==> src/hdl/u8rx_pkg.sv <==
package u8rx_pkg;

    localparam int unsigned CNT_W = 16;
    localparam logic [CNT_W-1:0] BIT_PERIOD_RESET = 16'd729;
    localparam logic [3:0] DATA_BITS = 4'd8;

    localparam int unsigned IN_W = 8;
    localparam int unsigned OUT_W = 24;
    localparam int unsigned FILL_W = 6;

    // one tick's receiver outcome, handed from the front to the fifo side
    typedef struct packed {
        logic       pop_req;
        logic       store;
        logic [7:0] data;
        logic       busy;
        logic       glitch;
    } rx_event_t;

endpackage

==> src/hdl/uart_8n1_receiver_with_fifo_core.sv <==
// channel   | dir | handshake           | payload
// s_        | in  | s_tvalid/s_tready   | s_tdata: rx_level, pop_req
// m_        | out | m_tvalid/m_tready   | m_tdata: pop_data .. byte_dropped
// cfg_      | in  | cfg_valid/cfg_ready | cfg_data: bit_period
//
// one tick word per clock sustained while m_tready stays high; the receiver counter steps once per accepted word
// a result is registered in the two-entry queue and then in the output register before it appears on m_
// a two-entry queue and the output register absorb m_ stalls; s_tready drops when the queue fills
// aresetn is synchronous; the fifo storage itself is not cleared, only its pointers
// s_tready and cfg_ready stay low while aresetn is held
module uart_8n1_receiver_with_fifo_core #(
    parameter int unsigned FIFO_DEPTH = 64
) (
    input  logic                               aclk,
    input  logic                               aresetn,
    input  logic                               s_tvalid,
    output logic                               s_tready,
    input  logic [u8rx_pkg::IN_W-1:0]          s_tdata,   // [0] rx_level, [1] pop_req
    output logic                               m_tvalid,
    input  logic                               m_tready,
    // [7:0] pop_data, [8] pop_valid, [14:9] fill_count, [15] frame_busy,
    // [16] start_glitch, [17] byte_dropped
    output logic [u8rx_pkg::OUT_W-1:0]         m_tdata,
    input  logic                               cfg_valid,
    output logic                               cfg_ready,
    input  logic [u8rx_pkg::CNT_W-1:0]         cfg_data
);

    u8rx_pkg::rx_event_t front_ev;
    u8rx_pkg::rx_event_t back_ev;
    logic                front_push;
    logic                q_ready;
    logic                q_valid;
    logic                back_take;

    assign s_tready  = q_ready & aresetn;
    assign cfg_ready = aresetn;

    u8rx_front u_front (
        .aclk      (aclk),
        .aresetn   (aresetn),
        .s_tvalid  (s_tvalid),
        .q_ready   (s_tready),
        .s_tdata   (s_tdata),
        .cfg_valid (cfg_valid),
        .cfg_data  (cfg_data),
        .ev_push   (front_push),
        .ev        (front_ev)
    );

    u8rx_queue u_queue (
        .aclk       (aclk),
        .aresetn    (aresetn),
        .push       (front_push),
        .push_data  (front_ev),
        .push_ready (q_ready),
        .pop        (back_take),
        .pop_valid  (q_valid),
        .pop_data   (back_ev)
    );

    u8rx_back #(
        .FIFO_DEPTH (FIFO_DEPTH)
    ) u_back (
        .aclk     (aclk),
        .aresetn  (aresetn),
        .ev_valid (q_valid),
        .ev       (back_ev),
        .ev_take  (back_take),
        .m_tvalid (m_tvalid),
        .m_tready (m_tready),
        .m_tdata  (m_tdata)
    );

endmodule

==> src/hdl/u8rx_front.sv <==
module u8rx_front (
    input  logic                                aclk,
    input  logic                                aresetn,
    input  logic                                s_tvalid,
    input  logic                                q_ready,
    input  logic [u8rx_pkg::IN_W-1:0]           s_tdata,
    input  logic                                cfg_valid,
    input  logic [u8rx_pkg::CNT_W-1:0]          cfg_data,
    output logic                                ev_push,
    output u8rx_pkg::rx_event_t                 ev
);

    logic [u8rx_pkg::CNT_W-1:0] bit_period_reg;
    logic                       prev_level_reg, prev_level_next;
    logic                       recv_reg, recv_next;
    logic [3:0]                 bits_reg, bits_next;
    logic [7:0]                 shift_reg, shift_next;
    logic [u8rx_pkg::CNT_W-1:0] cnt_reg, cnt_next;
    logic [u8rx_pkg::CNT_W-1:0] tgt_reg, tgt_next;
    logic [u8rx_pkg::CNT_W-1:0] full_iv;
    logic [u8rx_pkg::CNT_W-1:0] half_iv;
    logic [u8rx_pkg::CNT_W-1:0] cnt_inc;
    logic                       level;
    logic                       accept;

    assign level   = s_tdata[0];
    assign accept  = s_tvalid & q_ready;
    assign ev_push = accept;

    always_comb begin
        full_iv = (bit_period_reg == '0) ? u8rx_pkg::CNT_W'(1) : bit_period_reg;
        half_iv = {1'b0, bit_period_reg[u8rx_pkg::CNT_W-1:1]};
        if (half_iv == '0) begin
            half_iv = u8rx_pkg::CNT_W'(1);
        end
        cnt_inc = cnt_reg + u8rx_pkg::CNT_W'(1);

        recv_next  = recv_reg;
        bits_next  = bits_reg;
        shift_next = shift_reg;
        cnt_next   = cnt_reg;
        tgt_next   = tgt_reg;
        ev.store   = 1'b0;
        ev.glitch  = 1'b0;

        if (recv_reg) begin
            if (cnt_inc >= tgt_reg) begin
                cnt_next = '0;
                if (bits_reg == 4'd0) begin
                    // middle of the start bit
                    if (level) begin
                        ev.glitch = 1'b1;
                        recv_next = 1'b0;
                    end else begin
                        bits_next = 4'd1;
                        tgt_next  = full_iv;
                    end
                end else begin
                    shift_next = {level, shift_reg[7:1]};
                    if (bits_reg >= u8rx_pkg::DATA_BITS) begin
                        // stop bit is not checked
                        ev.store  = 1'b1;
                        recv_next = 1'b0;
                        bits_next = 4'd0;
                    end else begin
                        bits_next = bits_reg + 4'd1;
                        tgt_next  = full_iv;
                    end
                end
                if (!recv_next) begin
                    bits_next = 4'd0;
                end
            end else begin
                cnt_next = cnt_inc;
            end
        end else if (prev_level_reg && !level) begin
            recv_next  = 1'b1;
            bits_next  = 4'd0;
            shift_next = '0;
            cnt_next   = '0;
            tgt_next   = half_iv;
        end
        prev_level_next = level;

        ev.pop_req = s_tdata[1];
        ev.data    = shift_next;
        ev.busy    = recv_next;
    end

    always_ff @(posedge aclk) begin
        if (!aresetn) begin
            bit_period_reg <= u8rx_pkg::BIT_PERIOD_RESET;
        end else if (cfg_valid) begin
            bit_period_reg <= cfg_data;
        end
    end

    always_ff @(posedge aclk) begin
        if (!aresetn) begin
            prev_level_reg <= 1'b1;
            recv_reg       <= 1'b0;
            bits_reg       <= 4'd0;
            cnt_reg        <= '0;
            tgt_reg        <= '0;
        end else if (accept) begin
            prev_level_reg <= prev_level_next;
            recv_reg       <= recv_next;
            bits_reg       <= bits_next;
            cnt_reg        <= cnt_next;
            tgt_reg        <= tgt_next;
        end
    end

    always_ff @(posedge aclk) begin
        if (accept) begin
            shift_reg <= shift_next;
        end
    end

endmodule

==> src/hdl/u8rx_queue.sv <==
module u8rx_queue (
    input  logic                    aclk,
    input  logic                    aresetn,
    input  logic                    push,
    input  u8rx_pkg::rx_event_t     push_data,
    output logic                    push_ready,
    input  logic                    pop,
    output logic                    pop_valid,
    output u8rx_pkg::rx_event_t     pop_data
);

    u8rx_pkg::rx_event_t q_reg [2];
    logic                wptr_reg;
    logic                rptr_reg;
    logic [1:0]          count_reg, count_next;

    assign push_ready = (count_reg != 2'd2);
    assign pop_valid  = (count_reg != 2'd0);
    assign pop_data   = q_reg[rptr_reg];

    always_comb begin
        count_next = count_reg;
        if (push && !pop) begin
            count_next = count_reg + 2'd1;
        end else if (pop && !push) begin
            count_next = count_reg - 2'd1;
        end
    end

    always_ff @(posedge aclk) begin
        if (!aresetn) begin
            wptr_reg  <= 1'b0;
            rptr_reg  <= 1'b0;
            count_reg <= 2'd0;
        end else begin
            if (push) begin
                wptr_reg <= ~wptr_reg;
            end
            if (pop) begin
                rptr_reg <= ~rptr_reg;
            end
            count_reg <= count_next;
        end
    end

    always_ff @(posedge aclk) begin
        if (push) begin
            q_reg[wptr_reg] <= push_data;
        end
    end

endmodule

==> src/hdl/u8rx_back.sv <==
module u8rx_back #(
    parameter int unsigned FIFO_DEPTH = 64
) (
    input  logic                        aclk,
    input  logic                        aresetn,
    input  logic                        ev_valid,
    input  u8rx_pkg::rx_event_t         ev,
    output logic                        ev_take,
    output logic                        m_tvalid,
    input  logic                        m_tready,
    output logic [u8rx_pkg::OUT_W-1:0]  m_tdata
);

    localparam int unsigned PW = (FIFO_DEPTH > 1) ? $clog2(FIFO_DEPTH) : 1;
    localparam int unsigned FW = (PW + 1 > u8rx_pkg::FILL_W) ? PW + 1 : u8rx_pkg::FILL_W;
    localparam logic [PW-1:0] LAST_SLOT = PW'(FIFO_DEPTH - 1);

    logic [7:0]                     fifo_mem_reg [FIFO_DEPTH];
    logic [PW-1:0]                  rd_ptr_reg, rd_ptr_next;
    logic [PW-1:0]                  wr_ptr_reg, wr_ptr_next;
    logic [PW-1:0]                  wr_slot_next;
    logic [FW-1:0]                  fill;
    logic                           do_pop;
    logic                           do_write;
    logic                           drop;
    logic                           m_valid_reg;
    logic [7:0]                     rdata_reg;
    logic                           pvalid_reg;
    logic [u8rx_pkg::FILL_W-1:0]    fill_reg;
    logic                           busy_reg;
    logic                           glitch_reg;
    logic                           drop_reg;

    assign ev_take = ev_valid && (!m_valid_reg || m_tready);

    always_comb begin
        do_pop      = ev.pop_req && (rd_ptr_reg != wr_ptr_reg);
        rd_ptr_next = rd_ptr_reg;
        if (do_pop) begin
            rd_ptr_next = (rd_ptr_reg == LAST_SLOT) ? '0 : rd_ptr_reg + PW'(1);
        end
        wr_slot_next = (wr_ptr_reg == LAST_SLOT) ? '0 : wr_ptr_reg + PW'(1);
        // one slot stays free, so full is next write slot meeting the read side
        drop        = ev.store && (wr_slot_next == rd_ptr_next);
        do_write    = ev.store && !drop;
        wr_ptr_next = do_write ? wr_slot_next : wr_ptr_reg;
        if (wr_ptr_next >= rd_ptr_next) begin
            fill = FW'(wr_ptr_next) - FW'(rd_ptr_next);
        end else begin
            fill = FW'(wr_ptr_next) + FW'(FIFO_DEPTH) - FW'(rd_ptr_next);
        end
    end

    always_ff @(posedge aclk) begin
        if (!aresetn) begin
            rd_ptr_reg  <= '0;
            wr_ptr_reg  <= '0;
            m_valid_reg <= 1'b0;
        end else begin
            if (ev_take) begin
                rd_ptr_reg <= rd_ptr_next;
                wr_ptr_reg <= wr_ptr_next;
            end
            if (ev_take) begin
                m_valid_reg <= 1'b1;
            end else if (m_tready) begin
                m_valid_reg <= 1'b0;
            end
        end
    end

    always_ff @(posedge aclk) begin
        if (ev_take && do_write) begin
            fifo_mem_reg[wr_ptr_reg] <= ev.data;
        end
        if (ev_take && do_pop) begin
            rdata_reg <= fifo_mem_reg[rd_ptr_reg];
        end
    end

    always_ff @(posedge aclk) begin
        if (ev_take) begin
            pvalid_reg <= do_pop;
            fill_reg   <= fill[u8rx_pkg::FILL_W-1:0];
            busy_reg   <= ev.busy;
            glitch_reg <= ev.glitch;
            drop_reg   <= drop;
        end
    end

    assign m_tvalid = m_valid_reg;
    assign m_tdata  = {6'd0, drop_reg, glitch_reg, busy_reg, fill_reg, pvalid_reg,
                       pvalid_reg ? rdata_reg : 8'd0};

`ifndef SYNTHESIS
    a_ptr_range : assert property (@(posedge aclk) disable iff (!aresetn)
        (rd_ptr_reg <= LAST_SLOT) && (wr_ptr_reg <= LAST_SLOT))
        else $error("fifo pointer out of range");

    a_drop_holds_wr : assert property (@(posedge aclk) disable iff (!aresetn)
        (ev_take && drop) |=> $stable(wr_ptr_reg))
        else $error("dropped word moved the write pointer");

    a_empty_pop : assert property (@(posedge aclk) disable iff (!aresetn)
        (ev_take && ev.pop_req && (rd_ptr_reg == wr_ptr_reg)) |=> $stable(rd_ptr_reg))
        else $error("pop on empty fifo moved the read pointer");

    a_stall_hold : assert property (@(posedge aclk) disable iff (!aresetn)
        (m_valid_reg && !m_tready) |=> (m_valid_reg && $stable(fill_reg)))
        else $error("stalled result changed");
`endif

endmodule

==> config.mk <==
export PLATFORM = sky130hd
export DESIGN_NAME = uart_8n1_receiver_with_fifo_core
export DESIGN_NICKNAME = d
export VERILOG_FILES = /design/src/hdl/u8rx_pkg.sv /design/src/hdl/uart_8n1_receiver_with_fifo_core.sv /design/src/hdl/u8rx_front.sv /design/src/hdl/u8rx_queue.sv /design/src/hdl/u8rx_back.sv
export SDC_FILE = /design/constraint.sdc
export NUM_CORES = 1
export LEC_CHECK = 0
export ABC_AREA = 1
export CORE_ASPECT_RATIO = 1.75
export CORE_MARGIN = 1.5
export CORE_UTILIZATION = 30
export CTS_BUF_LIST = sky130_fd_sc_hd__clkbuf_16
export CTS_CLUSTER_SIZE = 28
export DETAILED_ROUTE_END_ITERATION = 8
export DONT_BUFFER_PORTS = 1
export PLACE_DENSITY = 0.48
export SYNTH_ARGS = -nofsm -noshare
export SYNTH_HDL_FRONTEND = slang
export SYNTH_SLANG_ARGS = --single-unit
==> constraint.sdc <==
create_clock -name aclk -period 4.5 [get_ports aclk]
set_input_delay 0.45 -clock aclk [delete_from_list [all_inputs] [get_ports aclk]]
set_output_delay 0.45 -clock aclk [all_outputs]
set_load 0.005 [all_outputs]
==> results of run 1 <==
==> metal layers <==
layer / part of all wire / track usage / vias up
li1: - / - / 8465
met2: 0.54 / 0.303 / 392
met3: 0.032 / 0.0148 / 109
met4: 0.033 / 0.0580 / 0
met1: 0.39 / 0.175 / 8797
met5: 0 / 0 / -
==> layout by cell type (no fill, tap or decap), types with 18 or more instances in the layout <==
cell type,instances
edfxtp_1,562
nand2_1,235
o22ai_1,109
nor2_1,457
buf_4,64
inv_1,96
dlygate4sd3_1,18
ha_1,28
nand3_1,47
dfxtp_1,69
a21oi_1,88
o21ai_0,356
clkbuf_16,55
==> power by group through the flow <==
| stage | Combinational, uW | Clock (uW) | Sequential (uW) |
|---|---|---|---|
| after floorplan | 2840 | 0 | 7420 |
| after global placement | 4230 | 0 | 7550 |
| after detailed placement | 4270 | 0 | 7550 |
| after CTS | 4310 | 4910 | 7430 |
| after global routing | 4680 | 5100 | 7450 |
| final | 4250 | 4820 | 7420 |
==> worst max-delay path, cell delays in order, from the launching register on <==
cell and delay [ns]:
dfxtp_1 0.41, ha_1 0.23, nand4_1 0.17, nor3_1 0.39, nand2_1 0.12, nor2_1 0.16, nand2_1 0.09, xnor2_1 0.22
ha_1 0.28, nand2_1 0.08, inv_1 0.04, nand3_1 0.09, inv_1 0.05, a21oi_1 0.26, nand4_1 0.20, nor2_1 0.88
a22oi_1 0.17, nor2_1 0.15
==> synthesized netlist by cell type, drive strengths merged (3+ instances only) <==
library cell,instances,share of area
o21ai,363,0.068
o311ai,8,0.0026
xnor2,7,0.0023
dfxtp,72,0.053
o32ai,3,0.00098
buf,46,0.011
nor4,5,0.0012
ha,28,0.013
o221ai,8,0.0026
xor2,13,0.0042
nor3,12,0.0022
a21oi,91,0.017
nand4,6,0.0014
nor2,464,0.066
a22oi,15,0.0042
edfxtp,562,0.63
a211oi,6,0.0017
nand3,53,0.012
a31oi,14,0.0032
o22ai,109,0.025
inv,103,0.015
mux2,10,0.0042
o31ai,10,0.0028
nand2,256,0.042
clkbuf,107,0.015
==> worst min path at each step <==
stage | endpoint | slack (ns) | cells past startpoint
2_1_floorplan | flip-flop | 0.43 | 1
3_3_place_gp | u_queue.rptr_reg | 0.44 | 1
3_5_place_dp | u_front.bit_period_reg[0] | 0.45 | 2
4_1_cts | u_front.bit_period_reg[11] | 0.002 | 2
5_1_grt | u_front.bit_period_reg[12] | 0.06 | 2
6_report | u_front.bit_period_reg[14] | 0.03 | 2
==> stage by stage <==
| stage | std cells | setup WS (ns) |
|---|---|---|
| after floorplan | 2384 | 1.24 |
| after global placement | 3472 | 0.498 |
| after detailed placement | 3472 | 0.448 |
| after CTS | 3594 | 0.405 |
| after global routing | 3594 | 0.0426 |
| final | 3594 | 0.438 |
==> cells by family (layout without fill, tap and decap cells) <==
family / count (synthesis) / count (layout) / share of synthesized area
other cells: 1 / 6 / 0.000139
fa+ha+maj: 29 / 29 / 0.0137
xor+xnor: 20 / 20 / 0.00650
buf+inv: 257 / 291 / 0.0410
compound gates: 630 / 630 / 0.129
simple gates: 797 / 797 / 0.125
mux: 11 / 11 / 0.00455
flops: 634 / 634 / 0.680
==> layout make-up <==
class                           instances  area share
Multi-Input combinational cell       1493       0.249
Inverter                              104      0.0135
Timing Repair Buffer                   84      0.0232
Sequential cell                       634       0.605
Tap cell                             1176      0.0486
Clock inverter                         48      0.0144
Clock buffer                           55      0.0455
==> repair_timing <==
action | CTS | global route
hold endpoints to repair | 47 | 0
hold buffers | 19 | 0
gates resized for setup | 0 | 0
==> flow_summary.toml, run 1 <==
[critical_path]
critical_path.endpoint_type = "flip-flop"
r2r-start = "u_front.cnt_reg[0]"
criticalPathCategory = "flip-flop to flip-flop"
crit_fanout = 16
start_kind = "flip-flop"
required_ns = 5.03
r2r_setup_slack_ns = 0.44
r2r-end = "u_front.cnt_reg[5]"
cp.arrival_ns = 4.60
r2r_cells = 17
crit_start = "u_front.cnt_reg[0]"
endpoint = "u_front.cnt_reg[5]"

[timing]
hold_viol = 0
period_share = 0.903
fin_crit_ns = 4.06
slew_headroom = 0.180
fmax_mhz = 246
fin_hold_ws_ns = 0.0275
slew_viol_final = 0
clock_skew_ns = 0.0307
fin_tns_setup_ns = 0
tightest_slew_ns = 1.21
rsz0062_at_grt = "false"
finalSetupViolations = 0

[clock_tree]
clock_sinks = 634
worstSkewPairLatency_ns = 0.63
htree_levels = 2
cts-root-buf = "clkbuf_16"
clk_pin_slew_worst_paths_ns = 0.07
postCtsSetupBuffers = 0
clock_path_buffers = 3
cts_tree = "done"
numCtsBuffers = 55

[pwr]
power.total_uw = 16500
combPwrFrac = 0.258
seqPwrFrac = 0.450
swShare = 0.336
ir_worst_vdd_uv = 333
p_int_uw = 10900
power.share.clock = 0.292
powerDensity_nw_per_um2 = 545
p_leak_uw = 0.0103
power.switching_uw = 5550

[global_routing]
grt_first_pass_wirelength_um = 109000
overflow = 0
grt_pass1_vias = 17800
antenna_found_initial = 0
grt_usage = 0.156
grt_max_degree = 166

[detailed_routing]
avgRoutedWirePerCell_um = 20.3
drt_iter0_markers = 1134
drcViolationCount = 0
dr.pass1.iters = 6
ant_nets = 0
via_per_inst = 4.94
drt_wl_total_um = 73100
vias = 17800

[logic_synthesis]
yosysWarnings = 0
ys.flop_type = "edfxtp_1"
ys_async_sr_fraction = 0
yosys_register_bits = 634
synth_cell_type_count = 50
seq_area_frac_synth = 0.680
synthCells = 2379
syn-cell-area_um2 = 27000
syn_avg_cell_area_um2 = 11.3
synth_edf_count = 562

[die]
die_h_um = 400
start_util = 0.303
core_area_um2 = 89100
row_count = 145
boundaryPins = 56
die_w_um = 230
die_area_um2 = 91700

[finish]
final_area_um2 = 30300
final.fill_count = 8802
largest_reg_flops = 512
syn_to_final_growth_pct = 12.3
final_nets = 2430
antenna_cells = 0
multi_input_area_um2 = 7550
seq_area_um2 = 18300
fin_util = 0.340
final_layout_size_suffix_gt1_frac = 0.0889

[placement]
dpl_cell_area_um2 = 28300
portBuffers = 0
place.gp.congestion = 0.860
dpl.hpwl_um = 45700

[run]
maxCapViolCount = 0

[min_path]
min_path_type = "input port to flip-flop"
worstHoldStart = "cfg_valid"

[outcome]
status = "finished clean"
(Power assumes the default switching activity.)
==> inputs of run 2 (changes only) <==
MAX_ROUTING_LAYER = met4   (was default)
SYNTH_HIERARCHICAL = 1   (was default)
==> run 2 against run 1 <==
Final area increased by 1.0%. Synthesized area grew 0.84%. Clock power rose by 8.9%. Clock skew up 0.0027 ns. Utilization is 0.21 points higher. Sequential power rose by 0.8%. Clock-buffer cell count up 4. Largest cell class unchanged. Highest routed layer unchanged.
==> flow_summary.toml, run 2 <==
[outcome]
status = "finished clean"

[logic_synthesis]
synth_cell_type_count = 50
synthCells = 2418
syn-cell-area_um2 = 27200
synth_most_common_cell = "edfxtp_1"
yosys.area.top_type = "edfxtp_1"
ys_async_sr_fraction = 0
ys_top_cells_by_area = "edfxtp_1 62%, nor2_1 5.9%, o21ai_0 5.7%, dfxtp_1 5.3%, nand2_1 3.6%"
synthTopCellsByCount = "562 x edfxtp_1, 430 x nor2_1, 310 x o21ai_0"
synth_edf_count = 562
yosys_register_bits = 634
yosysWarnings = 6
syn_avg_cell_area_um2 = 11.2
seq_area_frac_synth = 0.674
ys.flop_type = "edfxtp_1"
synthDominantCellAreaShare = 0.621

[die]
start_util = 0.304
core_area_um2 = 89400
die_area_um2 = 92500
row_count = 145
die_h_um = 401
die_w_um = 231
boundaryPins = 56

[finish]
syn_to_final_growth_pct = 12.5
final_nets = 2452
final_cell_mix = "562 x edfxtp_1, 430 x nor2_1, 310 x o21ai_0, 260 x nand2_1, 149 x inv_1"
largest_reg_flops = 512
fin_util = 0.342
antenna_cells = 0
layout_commonest_cell = "edfxtp_1"
final_layout_size_suffix_gt1_frac = 0.0819

[critical_path]
crit_fanout = 12
critical_path.endpoint_type = "flip-flop"
start_kind = "flip-flop"
required_ns = 4.91
r2r_cells = 25
r2r_setup_slack_ns = 0.43
cp.arrival_ns = 4.48
criticalPathCategory = "flip-flop to flip-flop"

[timing]
tightest_slew_ns = 1.07
finalSetupViolations = 0
rsz0062_at_grt = "false"
fin_tns_setup_ns = 0
slew_viol_final = 0
fin_crit_ns = 4.07
hold_viol = 0
period_share = 0.904
fin_hold_ws_ns = 0.0380
clock_skew_ns = 0.0334
fmax_mhz = 246
slew_headroom = 0.283

[clock_tree]
cts_tree = "done"
clk_pin_slew_worst_paths_ns = 0.07
clock_sinks = 634
clock_path_buffers = 3
htree_levels = 2
postCtsSetupBuffers = 0
worstSkewPairLatency_ns = 0.64
numCtsBuffers = 58
cts-root-buf = "clkbuf_16"

[run]
maxCapViolCount = 0

[pwr]
combPwrFrac = 0.356
powerDensity_nw_per_um2 = 647
p_leak_uw = 0.0106
ir_worst_vdd_uv = 604
p_int_uw = 12200
swShare = 0.384
power.share.clock = 0.266
power.switching_uw = 7600
seqPwrFrac = 0.378

[global_routing]
grtUsageMet3 = 0.0154
grt_usage = 0.165
antenna_found_initial = 0
grtUsageMet1 = 0.173
grt_first_pass_wirelength_um = 112000
use_met2 = 0.309
overflow = 0
grt_max_degree = 209
grt_pass1_vias = 18400
grt_busiest_layer = "met2"

[detailed_routing]
dr.pass1.iters = 5
drt_wl_total_um = 74600
drt_iter0_markers = 1417
drcViolationCount = 0
vias = 18000
via_per_inst = 4.97
avgRoutedWirePerCell_um = 20.6
ant_nets = 0

[placement]
portBuffers = 0
dpl.hpwl_um = 45300
place.gp.congestion = 0.838

[min_path]
holdPathStages = 3
min_path_type = "input port to flip-flop"
run 2: critical path: stages, from the launching register on:
cell	delay, ns
dfxtp_1	0.57
inv_2	0.13
nand2_1	0.09
nand2_1	0.06
nor2_1	0.13
nand3_2	0.28
nand2_4	0.25
nand2_1	0.10
nand2_1	0.15
nand2_1	0.07
nand2_1	0.06
nand2_1	0.05
inv_1	0.09
nand3_4	0.12
nand2_2	0.19
nand2_1	0.08
o21ai_0	0.09
ha_1	0.30
a21oi_1	0.15
o21ai_0	0.14
a21o_1	0.18
a21oi_1	0.15
xor2_1	0.20
nand3_1	0.10
nand2_1	0.07
inv_1	0.03
run 2: worst paths after layout:
check	to	start
worst max register to register	u_back/fill_reg[5]	u_back/wr_ptr_reg[4]
worst min register to register	u_front/cnt_reg[10]	u_front/cnt_reg[10]
worst max-delay path	u_back/fill_reg[5]	u_back/wr_ptr_reg[4]
worst min-delay path	u_back/m_tvalid	m_tready
run 2: cell families after synthesis:
family / count (synthesis) / share of synthesized area
AOI/OAI and AO/OA: 559 / 0.118
xor gates and xnor gates: 22 / 0.00709
adders and majority gates: 29 / 0.0136
DFF: 634 / 0.674
buffers and inverters: 310 / 0.0478
muxes: 15 / 0.00746
and+or+nand+nor: 848 / 0.132
other: 1 / 0.000138
run 2: final cells by class:
class | instances | area (um2)
Clock inverter | 49 | 531
Inverter | 153 | 583
Timing Repair Buffer | 68 | 606
Tap cell | 1176 | 1470
Fill cell | 8797 | 58900
Sequential cell | 634 | 18300
Multi-Input combinational cell | 1479 | 7580
Clock buffer | 59 | 1480
run 2: repair_timing:
action | in CTS | in global routing
setup endpoints to repair | 0 | 1
hold buffers | 19 | 0
gates resized for setup | 0 | 1
hold endpoints to repair | 52 | 0
run 2: metal layers:
layer / routed length [um] / part of all wire
met1: 27700 / 0.37
met2: 40800 / 0.55
met3: 2530 / 0.034
met4: 3520 / 0.047
met5: 0 / 0
run 2: stage by stage:
stage	std cells	instance area (um2)	worst slack (ns)	total power [uW]
after global placement	3491	28400	0.337	14700
after floorplan	2423	27200	1.08	12200
after CTS	3618	30600	0.370	20000
final	3618	30600	0.432	19800
after detailed placement	3491	28400	0.394	14700
after global routing	3618	30600	0.00600	20800
run 2: power by group through the flow:
stage / sequential (uW) / clock, uW / combinational, uW
after floorplan: 7460 / 0 / 4690
after detailed placement: 7620 / 0 / 7110
final: 7480 / 5250 / 7050
after global routing: 7520 / 5590 / 7740
after global placement: 7600 / 0 / 7050
after CTS: 7490 / 5380 / 7150
==> inputs of run 3 (changes only) <==
CELL_PAD_IN_SITES_DETAIL_PLACEMENT = 0   (was default)
CELL_PAD_IN_SITES_GLOBAL_PLACEMENT = 2   (was default)
PLACE_DENSITY = default   (was 0.48)
PLACE_DENSITY_LB_ADDON = 0.1   (was default)
==> run 3 against run 2 <==
Clock skew fell by 0.0067 ns. First-iteration DRC count fell by 17%. Utilization rose by 0.37 points. Sequential power rose by 0.7%. Sequential cell count did not move. Clock-buffer cell count rose by 4. Total power rose by 2.0%. Fmax rose by 3.0%. Clock power rose by 2%.
==> flow_summary.toml, run 3 (synthesized netlist as in run 2, its figures left out) <==
[pwr]
power.share.clock = 0.266
powerDensity_nw_per_um2 = 653
seqPwrFrac = 0.373
ir_worst_vdd_uv = 454
swShare = 0.396
p_int_uw = 12200
p_leak_uw = 0.0109
power.switching_uw = 8000
combPwrFrac = 0.361

[finish]
final_layout_size_suffix_gt1_frac = 0.0993
final_nets = 2492
final_cell_mix = "562 x edfxtp_1, 430 x nor2_1, 310 x o21ai_0, 260 x nand2_1, 145 x inv_1"
syn_to_final_growth_pct = 13.7
antenna_cells = 0
largest_reg_flops = 512
stdcell_count = 3663
layout_commonest_cell = "edfxtp_1"

[timing]
hold_viol = 0
slew_viol_final = 0
clock_skew_ns = 0.0267
fin_crit_ns = 3.95
rsz0062_at_grt = "false"
fmax_mhz = 253
period_share = 0.878
tightest_slew_ns = 1.25
fin_hold_ws_ns = 0.0744
fin_tns_setup_ns = 0
slew_headroom = 0.162
finalSetupViolations = 0

[die]
die_w_um = 231
row_count = 145
start_util = 0.304
die_area_um2 = 92500
boundaryPins = 56
die_h_um = 401
core_area_um2 = 89400

[placement]
place.gp.congestion = 0.787
portBuffers = 0
dp.cells = 3526
dpl.hpwl_um = 51100

[min_path]
min_path_type = "input port to flip-flop"

[global_routing]
grt_usage = 0.184
grt_first_pass_wirelength_um = 121000
antenna_found_initial = 0
overflow = 0
grt_pass1_vias = 17800
grt_max_degree = 162

[clock_tree]
cts_tree = "done"
worstSkewPairLatency_ns = 0.66
clock_sinks = 634
htree_levels = 2
cts-root-buf = "clkbuf_16"
clock_path_buffers = 3
numCtsBuffers = 61
clk_pin_slew_worst_paths_ns = 0.07

[critical_path]
required_ns = 4.91
critical_path.endpoint_type = "flip-flop"
cp.arrival_ns = 4.36
criticalPathCategory = "flip-flop to flip-flop"
crit_fanout = 12
start_kind = "flip-flop"

[detailed_routing]
ant_nets = 0
drt_iter0_markers = 1176
drt_wl_total_um = 82700
vias = 17900
avgRoutedWirePerCell_um = 22.6
dr.pass1.iters = 5
via_per_inst = 4.88
drcViolationCount = 0

[outcome]
status = "finished clean"

[run]
maxCapViolCount = 0
## run 3: repair_timing
action | 4_1_cts | 5_1_grt
setup buffers | 0 | 0
endpoints found under the hold margin | 53 | 0
gates resized for setup | 0 | 0
hold buffers | 21 | 0
## run 3: power groups by stage
stage	registers [uW]	logic [uW]	clock network [uW]
3_3_place_gp	7670	7440	0
5_1_grt	7570	8090	5690
3_5_place_dp	7670	7500	0
4_1_cts	7550	7550	5530
6_report	7530	7290	5370
2_1_floorplan	7460	4690	0
## run 3: cell type report
class	count	area, um2
fill	8862	58500
sequential	634	18300
multi-input combinational	1479	7580
clock buffer	63	1580
tap	1176	1470
timing repair buffer	105	871
inverter	153	583
clock inverter	53	495
## run 3: worst max-delay path, stage by stage (launching register included)
cell,delay (ns)
dfxtp_1,0.52
inv_1,0.18
nand2_1,0.09
nand2_1,0.05
nor2_1,0.14
nand3_2,0.13
nand2_2,0.24
nand2_1,0.11
nand2_1,0.15
nand2_1,0.07
nand2_1,0.06
nand2_1,0.05
inv_1,0.10
nand3_4,0.12
nand2_2,0.21
nand2_1,0.08
o21ai_0,0.10
ha_1,0.31
a21oi_1,0.15
o21ai_0,0.15
a21o_1,0.20
a21oi_1,0.15
xor2_1,0.19
nand3_1,0.10
nand2_1,0.07
inv_1,0.04
## run 3: through the flow
stage	instance area (um2)	utilization	setup slack, ns	total power [uW]
detailed placement	28600	0.320	0.526	15200
CTS	30900	0.346	0.496	20600
global route	30900	0.346	0.148	21300
global placement	28600	0.320	0.470	15100
finish	30900	0.346	0.550	20200
floorplan	27200	-	1.08	12200
## run 3: layer usage
metal,routed length [um],vias to the layer above,global-route usage
met5,0,-,-
met2,45600,251,0.344
met4,2370,0,0.0555
met1,32600,8930,0.203
li1,-,8608,-
met3,2200,94,0.0180
## run 3: final timing paths
kind                            cells after the start  slack (ns)                         to                       from
worst min register to register                      2        0.46  u_front/bit_period_reg[0]  u_front/bit_period_reg[0]
worst min-delay path                                3        0.07        u_front/bits_reg[0]                 s_tdata[0]
worst max register to register                     25        0.55         u_back/fill_reg[5]       u_back/wr_ptr_reg[1]
worst max-delay path                               25        0.55         u_back/fill_reg[5]       u_back/wr_ptr_reg[1]
